==> config.mk <==
export PLATFORM = sky130hd
export DESIGN_NAME = bsc_mul
export DESIGN_NICKNAME = d
export VERILOG_FILES = /design/src/rtl/bsc_pkg.sv /design/src/rtl/bsc_mul.sv
export SDC_FILE = /design/constraint.sdc
export NUM_CORES = 2
export LEC_CHECK = 0
export BUFFER_PORTS_ARGS = -buffer_cell sky130_fd_sc_hd__buf_2
export CORE_UTILIZATION = 45
export CTS_CLUSTER_DIAMETER = 200
export CTS_CLUSTER_SIZE = 12
export DETAILED_ROUTE_END_ITERATION = 6
export GPL_ROUTABILITY_DRIVEN = 1
export SYNTH_ARGS = -nofsm -noshare
export SYNTH_HDL_FRONTEND = slang
export SYNTH_SLANG_ARGS = --single-unit
==> constraint.sdc <==
create_clock -name clk_i -period 11.3 [get_ports clk_i]
set_clock_uncertainty 0.1 [all_clocks]
set_input_delay 1.13 -clock clk_i [delete_from_list [all_inputs] [get_ports clk_i]]
set_output_delay 1.13 -clock clk_i [all_outputs]
set_load 0.005 [all_outputs]
==> src/rtl/bsc_pkg.sv <==
// ---------------------------------------------------------------------------
// bsc_pkg
// Shared types and constants of the barometric sensor compensation block.
// ---------------------------------------------------------------------------
package bsc_pkg;

  // field widths
  localparam int RawW   = 24;
  localparam int FracW  = 20;
  localparam int QuoW   = RawW + FracW;
  localparam int OutW   = 32;
  localparam int CfgW   = 48;
  localparam int ScaleW = 24;
  localparam int CfgIdxW = 3;

  // quotient bits resolved per divider stage
  localparam int DivBits = 4;
  // multiplier digit width (one digit per stage)
  localparam int MulDigitW = 11;

  localparam logic [ScaleW-1:0] ScaleReset = ScaleW'(524288);

  // configuration register indexes
  typedef enum logic [CfgIdxW-1:0] {
    CfgCalLow    = 3'd0,
    CfgCalMid    = 3'd1,
    CfgCalHigh   = 3'd2,
    CfgTempScale = 3'd3,
    CfgPresScale = 3'd4
  } bsc_cfg_idx_e;

  // input word
  typedef struct packed {
    logic signed [RawW-1:0] raw_pressure;
    logic signed [RawW-1:0] raw_temperature;
  } bsc_in_t;

  // result word
  typedef struct packed {
    logic signed [OutW-1:0] pressure_comp;
    logic signed [OutW-1:0] temperature_comp;
  } bsc_out_t;

endpackage

==> src/rtl/bsc_mul.sv <==
// ---------------------------------------------------------------------------
// bsc_mul
// Pipelined multiply-add y = c + a * b, one digit of b per stage.
// ---------------------------------------------------------------------------
module bsc_mul #(
  parameter int WA = 16,
  parameter int WB = 44,
  parameter int WO = 61,
  parameter int WX = 1
) (
  input  logic                 clk_i,
  input  logic                 rst_ni,
  input  logic                 valid_i,
  input  logic signed [WA-1:0] a_i,
  input  logic signed [WB-1:0] b_i,
  input  logic signed [WO-1:0] c_i,
  input  logic        [WX-1:0] x_i,
  output logic                 valid_o,
  output logic signed [WB-1:0] b_o,
  output logic signed [WO-1:0] y_o,
  output logic        [WX-1:0] x_o
);

  localparam int DW = bsc_pkg::MulDigitW;
  localparam int ND = (WB + DW - 1) / DW;
  localparam int WT = WB - (ND - 1) * DW;

  logic                 v_q   [ND];
  logic signed [WA-1:0] a_q   [ND];
  logic signed [WB-1:0] b_q   [ND];
  logic signed [WO-1:0] acc_q [ND];
  logic        [WX-1:0] x_q   [ND];

  for (genvar k = 0; k < ND; k++) begin : g_stage
    logic                    v_in;
    logic signed [WA-1:0]    a_in;
    logic signed [WB-1:0]    b_in;
    logic signed [WO-1:0]    acc_in;
    logic        [WX-1:0]    x_in;
    logic signed [DW:0]      dig;
    logic signed [WA+DW:0]   pp;
    logic signed [WO-1:0]    term;

    if (k == 0) begin : g_first
      assign v_in   = valid_i;
      assign a_in   = a_i;
      assign b_in   = b_i;
      assign acc_in = c_i;
      assign x_in   = x_i;
    end else begin : g_next
      assign v_in   = v_q[k-1];
      assign a_in   = a_q[k-1];
      assign b_in   = b_q[k-1];
      assign acc_in = acc_q[k-1];
      assign x_in   = x_q[k-1];
    end

    // top digit carries the sign, the others are unsigned
    if (k == ND - 1) begin : g_top
      assign dig = (DW+1)'($signed(b_in[WB-1 -: WT]));
    end else begin : g_low
      assign dig = $signed({1'b0, b_in[k*DW +: DW]});
    end

    assign pp   = a_in * dig;
    assign term = WO'(pp) <<< (k * DW);

    always_ff @(posedge clk_i or negedge rst_ni) begin
      if (!rst_ni) begin
        v_q[k] <= 1'b0;
      end else begin
        v_q[k] <= v_in;
      end
    end

    always_ff @(posedge clk_i) begin
      a_q[k]   <= a_in;
      b_q[k]   <= b_in;
      acc_q[k] <= acc_in + term;
      x_q[k]   <= x_in;
    end
  end

  assign valid_o = v_q[ND-1];
  assign b_o     = b_q[ND-1];
  assign y_o     = acc_q[ND-1];
  assign x_o     = x_q[ND-1];

endmodule

# Word-level counts from Yosys, hierarchy flattened
# Memory sizes are Yosys's and may differ from the RTL's.
# Index checks and enable logic that the tools add are counted.
# classes
bitwise_logic,0
n_reduce_logical,0
div_mod_pow,0
n_addsub,4
shifts,0
mux,0
magnitude_cmp,0
n_mul,4
n_eq_ne,0
# ops
operator,n
$mul A16 B12 Y28,3
$add A61 B28 Y61,1
$add A61 B39 Y61,1
$add A61 B50 Y61,1
$add A61 B60 Y61,1
$mul A16 B11 Y27,1
# word_totals
word_cells,16
ram_bits,488
rom_bits,0
n_memories,4
latch_bits,0
inputBits,125
register_bits,4
# memory_table
memory,depth,width,rd,rd_ports_with_merged_regs,write_ports,line_no,rtl
acc_q,4,61,4,0,4,bsc_mul.sv:31,logic signed [WO-1:0] acc_q [ND];
b_q,4,44,4,0,4,bsc_mul.sv:30,logic signed [WB-1:0] b_q [ND];
a_q,4,16,3,0,4,bsc_mul.sv:29,logic signed [WA-1:0] a_q [ND];
x_q,4,1,4,0,4,bsc_mul.sv:32,logic [WX-1:0] x_q [ND];

# Logic depth before layout (Yosys ltp)
# An unclocked memory read counts as a cell.
# depth
ltp_word,3
depth_mapped,34
mapped_depth_nobuf,32

# Worst setup path after synthesis
# Ideal clock, no wire load.
# synth_timing
kind,reg2reg
start,mem b_q[0][17]
end,mem acc_q[1][57]
period_less_slack_ns,8.525
arrival_time_ns,8.298
required_time_ns,11.073
path_buffers,2
setup_slack_ns,2.775
setup_time_ns,0.127
stages_incl_launch_ff,33
cell_sequence,dfxtp_1 clkbuf_1 nand2_1 fa_1 inv_1 fa_1 fa_1 fa_1 inv_1 fa_1 inv_1 ha_1 a21o_1 a21oi_1 o21ai_0 nand4_1 a21boi_0 a31o_2 o2111ai_1 a21oi_1 xnor2_1 ha_1 clkbuf_1 a21o_1 a21o_1 a21oi_1 o21ai_0 a21oi_1 o21ai_0 a211o_1 a21oi_1 o21ai_0 xor2_1
# synth_rtl
item,line_no
start: declaration,bsc_mul.sv:30
end: declaration,bsc_mul.sv:31

==> summary.txt <==
Setup path
  – FF-to-FF Start: b_q[1][25]
  – FF-to-FF End: acc_q[2][55]
  – Crit-path most repeated cell: a21o_1
  – Worst setup path start: b_q[1][25]
  – WP data arrival: 8.95 ns
  – Setup CP Type: reg2reg
  – Worst path slowest cell: dfxtp_1
  – R2r setup slk: 2.77 ns
  – CP Buf/Inv Count: 3
  – Cell family with most CP delay: compound AO/OA/AOI/OAI gates
  – Critical Path Sink Type: flop
  – Required time worst endpoint: 11.72 ns
  – CP max stage delay: 0.71 ns
  – Reg2Reg Depth: 29
  – Critical path launch point type: flop
  – CP max FO: 17

Synth
  – Mapped Cells: between 4000 and 5000
  – Cell Area, Synth: 46900 sq um
  – Yosys reg bits: about 480
  – Avg Cell Area, Syn: 9.67 sq um
  – Yosys warns: 0
  – Post-synth EDFFs: 0
  – Top cells by area, synth: fa_1 (34%), dfxtp_1 (20%), ha_1 (11%), inv_1 (7.8%), nand2_1 (4.2%)
  – Main flop type after synthesis: dfxtp_1
  – Count leader, synth: inv_1
  – Post-synth top cells: inv_1 (972), fa_1 (807), nand2_1 (523), dfxtp_1 (472), ha_1 (401)
  – Sequential share of the synthesized area: roughly a fifth
  – Distinct cells, synth: 80
  – Mapped Nets: between 6000 and 7000
  – Share of the synthesized area in the top cell type: approximately a third
  – Area leader, netlist: fa_1
  – Asr flop ratio synth: less than 1%

Die
  – Overall die area: about 110000 sq um
  – Core area: between 100000 and 150000 sq um
  – Die Height: 325 microns
  – Die W: ~320 microns
  – Initial core utilization: between 40% and 50%
  – Std cell rows: between 100 and 150
  – Number of I/O pins: between 200 and 250

Drt
  – Top layer reached by signal wires: met5
  – M1 WL: ~50000 microns
  – TritonRoute pass-1 iters: 5
  – DRC violations left: 0
  – Via density per instance: about 5.0
  – DR iter-0 viols: 1344
  – Met3 routed WL: roughly 4200 microns
  – Antenna Nets Post-Route: 0
  – Avg WL per Cell: between 15 and 20 microns
  – Final WL: roughly 100000 microns
  – DR vias: around 32000
  – WL met2: between 40000 and 50000 microns

STA
  – Fin. Hold Viols: 0
  – Slew headroom: between 20% and 30%
  – Slew Viols, Final: 0
  – Fin crit period: 8.53 ns
  – Unrepaired setup endpoints after global routing: no
  – Count of final setup violators: 0
  – Min Hold Slack: between 0.2 and 0.25 ns
  – Final period util: approximately three quarters
  – Setup tns final: 0 ns
  – Max Clock Freq: between 100 and 150 MHz
  – Tightest Pin Transition: 1.09 ns
  – Setup ws final: ~2.8 ns

Clock tree
  – Worst-path clk slew: 0.07 ns
  – Clk sinks: ~480
  – Setup bufs post-CTS: 0
  – Clk root buf: clkbuf_16
  – Worst-Skew Late Latency: 0.63 ns
  – Clk buf depth: 3
  – TritonCTS clock tree: built
  – Hold buffer count at cts: 0
  – TritonCTS buffer count: 45
  – H-tree depth: 2
  – CTS resizes: 0

Placed design
  – Dpl ws: 2.80 ns
  – Port-buffer cells: roughly 230
  – Gpl congestion: around 0.89
  – DP HPWL: roughly 87000 microns

Global route
  – GRT Overall Usage: 20.7%
  – Largest net degree at the start of global routing: 45
  – Global-route wire length before repair: between 150000 and 200000 microns
  – Vias in the first global route: 33800
  – Antenna violations before repair: 5
  – Grt total ovfl: 0

Finish
  – Nets: ~6300
  – Synthesis-to-finish area growth: 7.76%
  – Final Util: approximately half
  – Number of fill cells: around 9700
  – Share of cells above drive strength 1: between 6 and 7%

Job
  – Max Cap Viol: 0

Outcome
  – Status: complete, no violations

Hold path
  – Hold crit path type: in2async
==> cell families after synthesis <==
| group | Yosys count | share of synthesized area (%) |
|---|---|---|
| xor+xnor | 245 | 4.59 |
| buf+inv | 1114 | 8.92 |
| simple gates | 1142 | 11.6 |
| mux | 4 | 0.0880 |
| flops | 476 | 20.4 |
| compound gates | 663 | 9.26 |
| fa+ha+maj | 1208 | 45.1 |
==> layout by cell type (no fill, tap or decap), types with 12 or more instances in the layout <==
cell and instances:
o21a_1 27, clkbuf_16 45, inv_1 972, nand2b_1 35, nor2_1 121, o21ai_0 110, nand3_1 46, dfxtp_1 472
xnor2_1 167, and2_1 275, o31ai_1 12, a211oi_1 19, nor3_1 39, o21bai_1 37, nand2_1 523, a21o_1 128
a21oi_1 203, nor2b_1 19, nand4_1 27, a31oi_1 20, ha_1 401, and3_1 25, fa_1 804, xor2_1 76
buf_2 231
==> cell type report <==
type	instances	area, sq um	share of cell area [%]
Antenna cell	1	2.50	0.00495
Clock buffer	47	1130	2.24
Clock inverter	4	96.3	0.191
Inverter	973	3650	7.23
Multi-Input combinational cell	3262	33200	65.7
Sequential cell	476	9550	18.9
Tap cell	1380	1730	3.42
Timing Repair Buffer	236	1190	2.36
==> layer usage <==
layer | global-route usage [%] | up-vias
met2 | 34.1 | 589
met5 | 0 | -
met3 | 2.70 | 92
met1 | 28.9 | 15700
met4 | 4.75 | 2
li1 | - | 15300
==> per-stage QoR <==
| step | cells | cell area [sq um] |
|---|---|---|
| CTS | 6378 | 50500 |
| detailed placement | 6327 | 49300 |
| floorplan | 4852 | 46900 |
| global route | 6378 | 50500 |
| finish | 6379 | 50500 |
| global placement | 6327 | 49300 |
==> registers in the layout, indices dropped and copies added, names as in the netlist <==
| signal | cells |
|---|---|
| acc_q | 244 |
| b_q | 176 |
| a_q | 48 |
| x_q | 4 |
| g_stage.v_in | 3 |
| valid_o | 1 |
==> how the worst max path moves through the flow <==
stage                         endpoint  slack [ns]  depth (start not counted)
final                     acc_q[2][55]        2.77                         29
after global routing      acc_q[2][55]        2.17                         29
after CTS                 acc_q[2][55]        2.75                         29
after detailed placement  acc_q[2][55]        2.80                         29
after global placement    acc_q[2][55]        2.85                         29
after floorplan           acc_q[1][57]        2.78                         32
Power is not shown: default switching activity piles up to over one toggle a cycle in this logic, so the estimate is an artifact.
