File: src/rtl/bsc_pkg.sv
// ---------------------------------------------------------------------------
// bsc_pkg
// Shared types and constants of the barometric sensor compensation block.
// ---------------------------------------------------------------------------
package bsc_pkg;

  // field widths
  localparam int RawW   = 24;
  localparam int FracW  = 20;
  localparam int QuoW   = RawW + FracW;
  localparam int OutW   = 32;
  localparam int CfgW   = 48;
  localparam int ScaleW = 24;
  localparam int CfgIdxW = 3;

  // quotient bits resolved per divider stage
  localparam int DivBits = 4;
  // multiplier digit width (one digit per stage)
  localparam int MulDigitW = 11;

  localparam logic [ScaleW-1:0] ScaleReset = ScaleW'(524288);

  // configuration register indexes
  typedef enum logic [CfgIdxW-1:0] {
    CfgCalLow    = 3'd0,
    CfgCalMid    = 3'd1,
    CfgCalHigh   = 3'd2,
    CfgTempScale = 3'd3,
    CfgPresScale = 3'd4
  } bsc_cfg_idx_e;

  // input word
  typedef struct packed {
    logic signed [RawW-1:0] raw_pressure;
    logic signed [RawW-1:0] raw_temperature;
  } bsc_in_t;

  // result word
  typedef struct packed {
    logic signed [OutW-1:0] pressure_comp;
    logic signed [OutW-1:0] temperature_comp;
  } bsc_out_t;

endpackage

File: src/rtl/bsc_div.sv
// ---------------------------------------------------------------------------
// bsc_div
// Pipelined signed restoring divider: raw * 2^20 / divisor, toward zero.
// ---------------------------------------------------------------------------
module bsc_div (
  input  logic                                clk_i,
  input  logic                                rst_ni,
  input  logic                                valid_i,
  input  logic signed [bsc_pkg::RawW-1:0]     raw_i,
  input  logic        [bsc_pkg::ScaleW-1:0]   div_i,
  output logic                                valid_o,
  output logic signed [bsc_pkg::QuoW-1:0]     quo_o
);

  localparam int QW  = bsc_pkg::QuoW;
  localparam int RW  = bsc_pkg::ScaleW;
  localparam int BPS = bsc_pkg::DivBits;
  localparam int NS  = QW / BPS;

  logic          v_q   [NS];
  logic          neg_q [NS];
  logic [QW-1:0] num_q [NS];
  logic [RW-1:0] rem_q [NS];
  logic [QW-1:0] quo_q [NS];

  logic                 out_v_q;
  logic signed [QW-1:0] out_q;

  logic [RW-1:0] mag;
  assign mag = raw_i[bsc_pkg::RawW-1] ? RW'(-raw_i) : RW'(raw_i);

  for (genvar k = 0; k < NS; k++) begin : g_stage
    logic          v_in;
    logic          neg_in;
    logic [QW-1:0] num_in;
    logic [RW-1:0] rem_in;
    logic [QW-1:0] quo_in;
    logic [QW-1:0] num_n;
    logic [RW-1:0] rem_n;
    logic [QW-1:0] quo_n;
    logic [RW:0]   r;

    if (k == 0) begin : g_first
      assign v_in   = valid_i;
      assign neg_in = raw_i[bsc_pkg::RawW-1];
      assign num_in = {mag, {bsc_pkg::FracW{1'b0}}};
      assign rem_in = '0;
      assign quo_in = '0;
    end else begin : g_next
      assign v_in   = v_q[k-1];
      assign neg_in = neg_q[k-1];
      assign num_in = num_q[k-1];
      assign rem_in = rem_q[k-1];
      assign quo_in = quo_q[k-1];
    end

    // DivBits compare-subtract steps
    always_comb begin
      num_n = num_in;
      rem_n = rem_in;
      quo_n = quo_in;
      r     = '0;
      for (int i = 0; i < BPS; i++) begin
        r     = {rem_n, num_n[QW-1]};
        num_n = {num_n[QW-2:0], 1'b0};
        if (r >= {1'b0, div_i}) begin
          rem_n = RW'(r - {1'b0, div_i});
          quo_n = {quo_n[QW-2:0], 1'b1};
        end else begin
          rem_n = r[RW-1:0];
          quo_n = {quo_n[QW-2:0], 1'b0};
        end
      end
    end

    always_ff @(posedge clk_i or negedge rst_ni) begin
      if (!rst_ni) begin
        v_q[k] <= 1'b0;
      end else begin
        v_q[k] <= v_in;
      end
    end

    always_ff @(posedge clk_i) begin
      neg_q[k] <= neg_in;
      num_q[k] <= num_n;
      rem_q[k] <= rem_n;
      quo_q[k] <= quo_n;
    end
  end

  // restore sign
  always_ff @(posedge clk_i or negedge rst_ni) begin
    if (!rst_ni) begin
      out_v_q <= 1'b0;
    end else begin
      out_v_q <= v_q[NS-1];
    end
  end

  always_ff @(posedge clk_i) begin
    out_q <= neg_q[NS-1] ? -$signed(quo_q[NS-1]) : $signed(quo_q[NS-1]);
  end

  assign valid_o = out_v_q;
  assign quo_o   = out_q;

endmodule

File: config.mk
export PLATFORM = sky130hd
export DESIGN_NAME = bsc_div
export DESIGN_NICKNAME = d
export VERILOG_FILES = /design/src/rtl/bsc_pkg.sv /design/src/rtl/bsc_div.sv
export SDC_FILE = /design/constraint.sdc
export NUM_CORES = 2
export LEC_CHECK = 0
export ABC_CLOCK_PERIOD_IN_PS = 28200
export BUFFER_PORTS_ARGS = -buffer_cell sky130_fd_sc_hd__buf_2
export CORE_UTILIZATION = 33
export CTS_BUF_LIST = sky130_fd_sc_hd__clkbuf_4 sky130_fd_sc_hd__clkbuf_8 sky130_fd_sc_hd__clkbuf_16
export DETAILED_ROUTE_END_ITERATION = 7
export PLACE_DENSITY_LB_ADDON = 0.1
export SETUP_SLACK_MARGIN = 0.05
export SLEW_MARGIN = 20
export SYNTH_ARGS = -nofsm -noshare
export SYNTH_HDL_FRONTEND = slang
export SYNTH_SLANG_ARGS = --single-unit
File: constraint.sdc
create_clock -name clk_i -period 28.2 [get_ports clk_i]
set_input_delay 5.64 -clock clk_i [delete_from_list [all_inputs] [get_ports clk_i]]
set_output_delay 5.64 -clock clk_i [all_outputs]
set_load 0.05 [all_outputs]
* After elaboration in Yosys (flattened, before gate mapping)
Memory sizes are Yosys's and may differ from the RTL's.
Cells that the tools add are included.
** Operators by class
- Add/sub/neg operators :: 46
- $mul :: 0
- Div/mod/pow operators :: 0
- Order comparisons :: 44
- Eq/ne operators :: 0
- Shift-type cells :: 0
- Mux-type cells :: 90
- Bitwise logic cells :: 0
- Reductions and logical operators :: 0
** Operator list (number)
- $mux 24 :: 45
- $ge 25x24->1 :: 43
- $sub 24x24->24 :: 43
- $mux 1 :: 44
- $mux 44 :: 1
- $neg 44->44 :: 1
- $ge 1x24->1 :: 1
- $neg 24->24 :: 1
- $sub 1x24->24 :: 1
** Storage, ports and cells
- Register bits after elaboration :: 56
- Bits in latches :: 0
- Memory bits (writable) :: 1199
- Bits in read-only memories :: 0
- Bits of input ports :: 51
- Output and inout port bits :: 45
- Memories :: 4
** Memory list
- quo_q :: words 11, bits a word 44, read ports 11, clocked after memory_dff 0, write ports 11, line bsc_div.sv:24 : logic [QW-1:0] quo_q [NS];
- num_q :: words 11, bits a word 40, read ports 10, clocked after memory_dff 0, write ports 11, line bsc_div.sv:22 : logic [QW-1:0] num_q [NS];
- rem_q :: words 11, bits a word 24, read ports 10, clocked after memory_dff 0, write ports 11, line bsc_div.sv:23 : logic [RW-1:0] rem_q [NS];
- neg_q :: words 11, bits a word 1, read ports 11, clocked after memory_dff 0, write ports 11, line bsc_div.sv:21 : logic neg_q [NS];

* Longest topological paths before layout
- Depth after elaboration :: 10
- Gate-level depth with buffers :: 63

* Worst setup path before layout
No wires, ideal clock.
- Kind :: input to register
- Start point :: input port div_i[1] (netlist bit)
- End point :: memory rem_q[4][15] (netlist bit)
- Arrival time :: 20.820 ns
- Required time :: 28.079 ns
- Slack :: 7.259 ns
- Stages :: 62
- Path buffers :: 11
- Path through :: clkbuf_1 > inv_1 > clkbuf_1 > ha_1 > nor2b_1 > o31ai_1 > a211o_1 > a21oi_1 > o221ai_1 > o211ai_1 > a31oi_1 > clkbuf_1 > clkbuf_1 > mux2_2 > inv_1 > ha_1 > nor2b_1 > o31a_1 > [26 not listed] > clkbuf_1 > a21oi_1 > ha_1 > nor2b_1 > o21a_1 > o21ai_0 > a21oi_1 > a211oi_1 > o2bb2ai_1 > o21ai_0 > a311o_1 > a221o_1 > o21a_1 > o21ai_0 > o211a_1 > clkbuf_1 > buf_2 > mux2_2
** RTL lines
- start, declared :: line bsc_div.sv:10 : input logic [bsc_pkg::ScaleW-1:0] div_i,
- end, declared :: line bsc_div.sv:23

==> results.json <==
{
  "outcome": "finished clean",
  "ios": 96,
  "drive_above_1_share_pct": 11.9,
  "cp_data_required_time_ps": 28860,
  "postCtsHoldBufs": 0,
  "place.gp.congestion": 0.914,
  "h-tree-depth": 3,
  "met2_wirelength_um": 121000,
  "crit_path_start_kind": "primary input",
  "overflow": 0,
  "ys_async_sr_fraction_pct": 1.90,
  "wl_met1_um": 123000,
  "grt_pass1_wl_um": 391000,
  "crit_path_frequent_cell": "o21ai_0",
  "synthCells": 8708,
  "max_stage_delay_ps": 710,
  "setup_tns_ps": 0,
  "pre_cts_slack_ps": 7460,
  "path_clk_slew_ps": 60,
  "layout_commonest_cell": "ha_1",
  "cts_buffers": 81,
  "routed_via_density": 5.56,
  "drtAntennaViolNets": 0,
  "path_max_fanout": 39,
  "cts_tree": "yes",
  "vias": 65400,
  "worstSkewPairLatency_ps": 780,
  "crit_family": "compound AO/OA/AOI/OAI gates",
  "hpwl_um": 206000,
  "slew_viol_final": 0,
  "multi_input_area_mm2": 0.0564,
  "critPathKind": "in2reg",
  "hold_path.class": "reg2reg",
  "finalCriticalPeriod_ps": 19880,
  "synth_ff_type": "dfxtp_1",
  "first_global_vias": 63300,
  "yosysWarnings": 0,
  "seq_area_mm2": 0.0127,
  "syn_nets": 9807,
  "crit_buf_inv": 9,
  "fillers": 21900,
  "syn_avg_cell_area_um2": 8.15,
  "die_area_mm2": 0.217,
  "syn_to_final_growth_pct": 10.7,
  "crit-reg2reg-launch": "rem_q[3][5]$_DFF_P_",
  "grtUsageTotal_pct": 23.4,
  "max_freq_mhz": 50.3,
  "cts_resized": 0,
  "synth-seq-area-share_pct": 17.9,
  "netlist_area_mm2": 0.0710,
  "hold_viol": 0,
  "port_buffers": 95,
  "routedWlPerCell_um": 22.3,
  "synth_edf_count": 0,
  "num_rows": 169,
  "post-cts-setup-buffer-count": 0,
  "initial_core_util_pct": 33.3,
  "totalWireLength_um": 262000,
  "worst_path_max_delay_cell": "o211a_2",
  "maxUsedRoutingLayer": "met4",
  "endpoint_kind": "flip-flop",
  "setup_viol": 0,
  "die_w_um": 466,
  "skew_ps": 73.3,
  "fin_crit_sh_pct": 70.5,
  "post-route-drc-count": 0,
  "die_h_um": 466,
  "rsz0062_at_grt": "false",
  "tightestPinTransition_ps": 1230,
  "nets": 9950,
  "clock-root-buffer": "clkbuf_16",
  "crit_start": "div_i[1]",
  "relSlewSlack_pct": 17.7,
  "wl_met3_um": 8130,
  "antenna_found_initial": 15,
  "min_from": "quo_q[9][35]$_DFF_P_",
  "clock_sinks": 631,
  "grt_max_degree": 45,
  "cap_violations": 0,
  "drtIter0Drc": 4234,
  "setup_ws_ps": 8320,
  "core-area_mm2": 0.213,
  "cp.arrival_ps": 20530,
  "post_dp_cell_area_mm2": 0.0756,
  "cts_buffer_depth": 3,
  "mostFrequentLayoutCells": "ha_1, a21oi_1, dfxtp_1, nor2_1, xnor2_1",
  "drt_pass1_iterations": 5,
  "design_area_mm2": 0.0786,
  "synth_cell_types": 90,
  "synth-seq-cells": 631
}
==> cells in the mapped netlist (133+ instances only) <==
| master | count | area [um2] |
|---|---|---|
| xor2_1 | 266 | 2330 |
| nand2_1 | 554 | 2080 |
| o21bai_1 | 134 | 1010 |
| ha_1 | 1020 | 12800 |
| a21o_1 | 416 | 3120 |
| nand3_1 | 136 | 681 |
| nor2_1 | 618 | 2320 |
| a21oi_1 | 810 | 4050 |
| inv_1 | 364 | 1370 |
| mux2_2 | 528 | 5950 |
| xnor2_1 | 588 | 5150 |
| nor2b_1 | 133 | 832 |
| nand4_1 | 134 | 838 |
| o21a_1 | 141 | 1060 |
| nor3_1 | 182 | 911 |
| dfxtp_1 | 619 | 12400 |
| o21ai_0 | 579 | 2900 |
==> per-stage QoR <==
step                      util, %  hold WS (ps)  std cells
after global placement       35.5           310      11600
after detailed placement     35.5           312      11600
after CTS                    36.9           288      11700
after floorplan                 -           310       8708
after global routing         36.9           296      11700
final                        36.9           290      11700
==> layout make-up <==
class	instances	area share [%]
flip-flops and latches	631	16.2
well taps	2821	4.49
clock buffers	101	2.85
inverters	371	1.81
clock inverters	48	0.955
multi-input cells	7544	71.8
diodes	8	0.0255
repair buffers	222	1.90
==> registers in the layout (all words and copies together), names as in the netlist <==
register      cells
num_q            60
v_q               1
neg_q            11
quo_o            44
rem_q           240
quo_q           264
valid_o           1
g_stage.v_in     10
==> worst reg2reg max path: cells and delay by family, from the launching register on <==
kind                     cells  cell delay [ps]
AO/OA/AOI/OAI               32             9020
adder cells (fa/ha/maj)      4             1220
buffers and inverters        6             1340
flip-flops                   1              460
multiplexers                 2              870
AND/OR/NAND/NOR              8             1620
==> cells by family (layout without fill, tap and decap cells) <==
kind of cell | Yosys count | in the layout | synth area share [%]
simple gates | 2309 | 2309 | 16.1
xor+xnor | 854 | 854 | 10.5
flops | 631 | 631 | 17.9
buf+inv | 533 | 742 | 2.85
other cells | 0 | 8 | 0
mux | 584 | 584 | 9.16
compound gates | 2749 | 2749 | 24.7
fa+ha+maj | 1048 | 1048 | 18.8
==> path summary, 6_finish.rpt <==
path                                                   to  slack (ps)  depth (start not counted)
worst max-delay path                 rem_q[4][23]$_DFF_P_        8320                         56
worst min-delay path                quo_q[10][39]$_DFF_P_         290                          0
worst max register to register       rem_q[4][23]$_DFF_P_       13590                         52
worst min register to register      quo_q[10][39]$_DFF_P_         290                          0
max in group asynchronous               valid_o$_DFF_PN0_       23230                          1
min in group asynchronous       g_stage[9].v_in$_DFF_PN0_        4760                          1
==> routing by layer <==
layer | vias to the layer above | global-route usage (%)
li1 | 32600 | -
met5 | - | 0
met2 | 1258 | 39.6
met4 | 0 | 8.19
met1 | 31200 | 30.9
met3 | 320 | 2.02
Power is left out: the tool's default activity adds up to more than one toggle a clock period on the data nets, which glitch-free logic cannot reach.
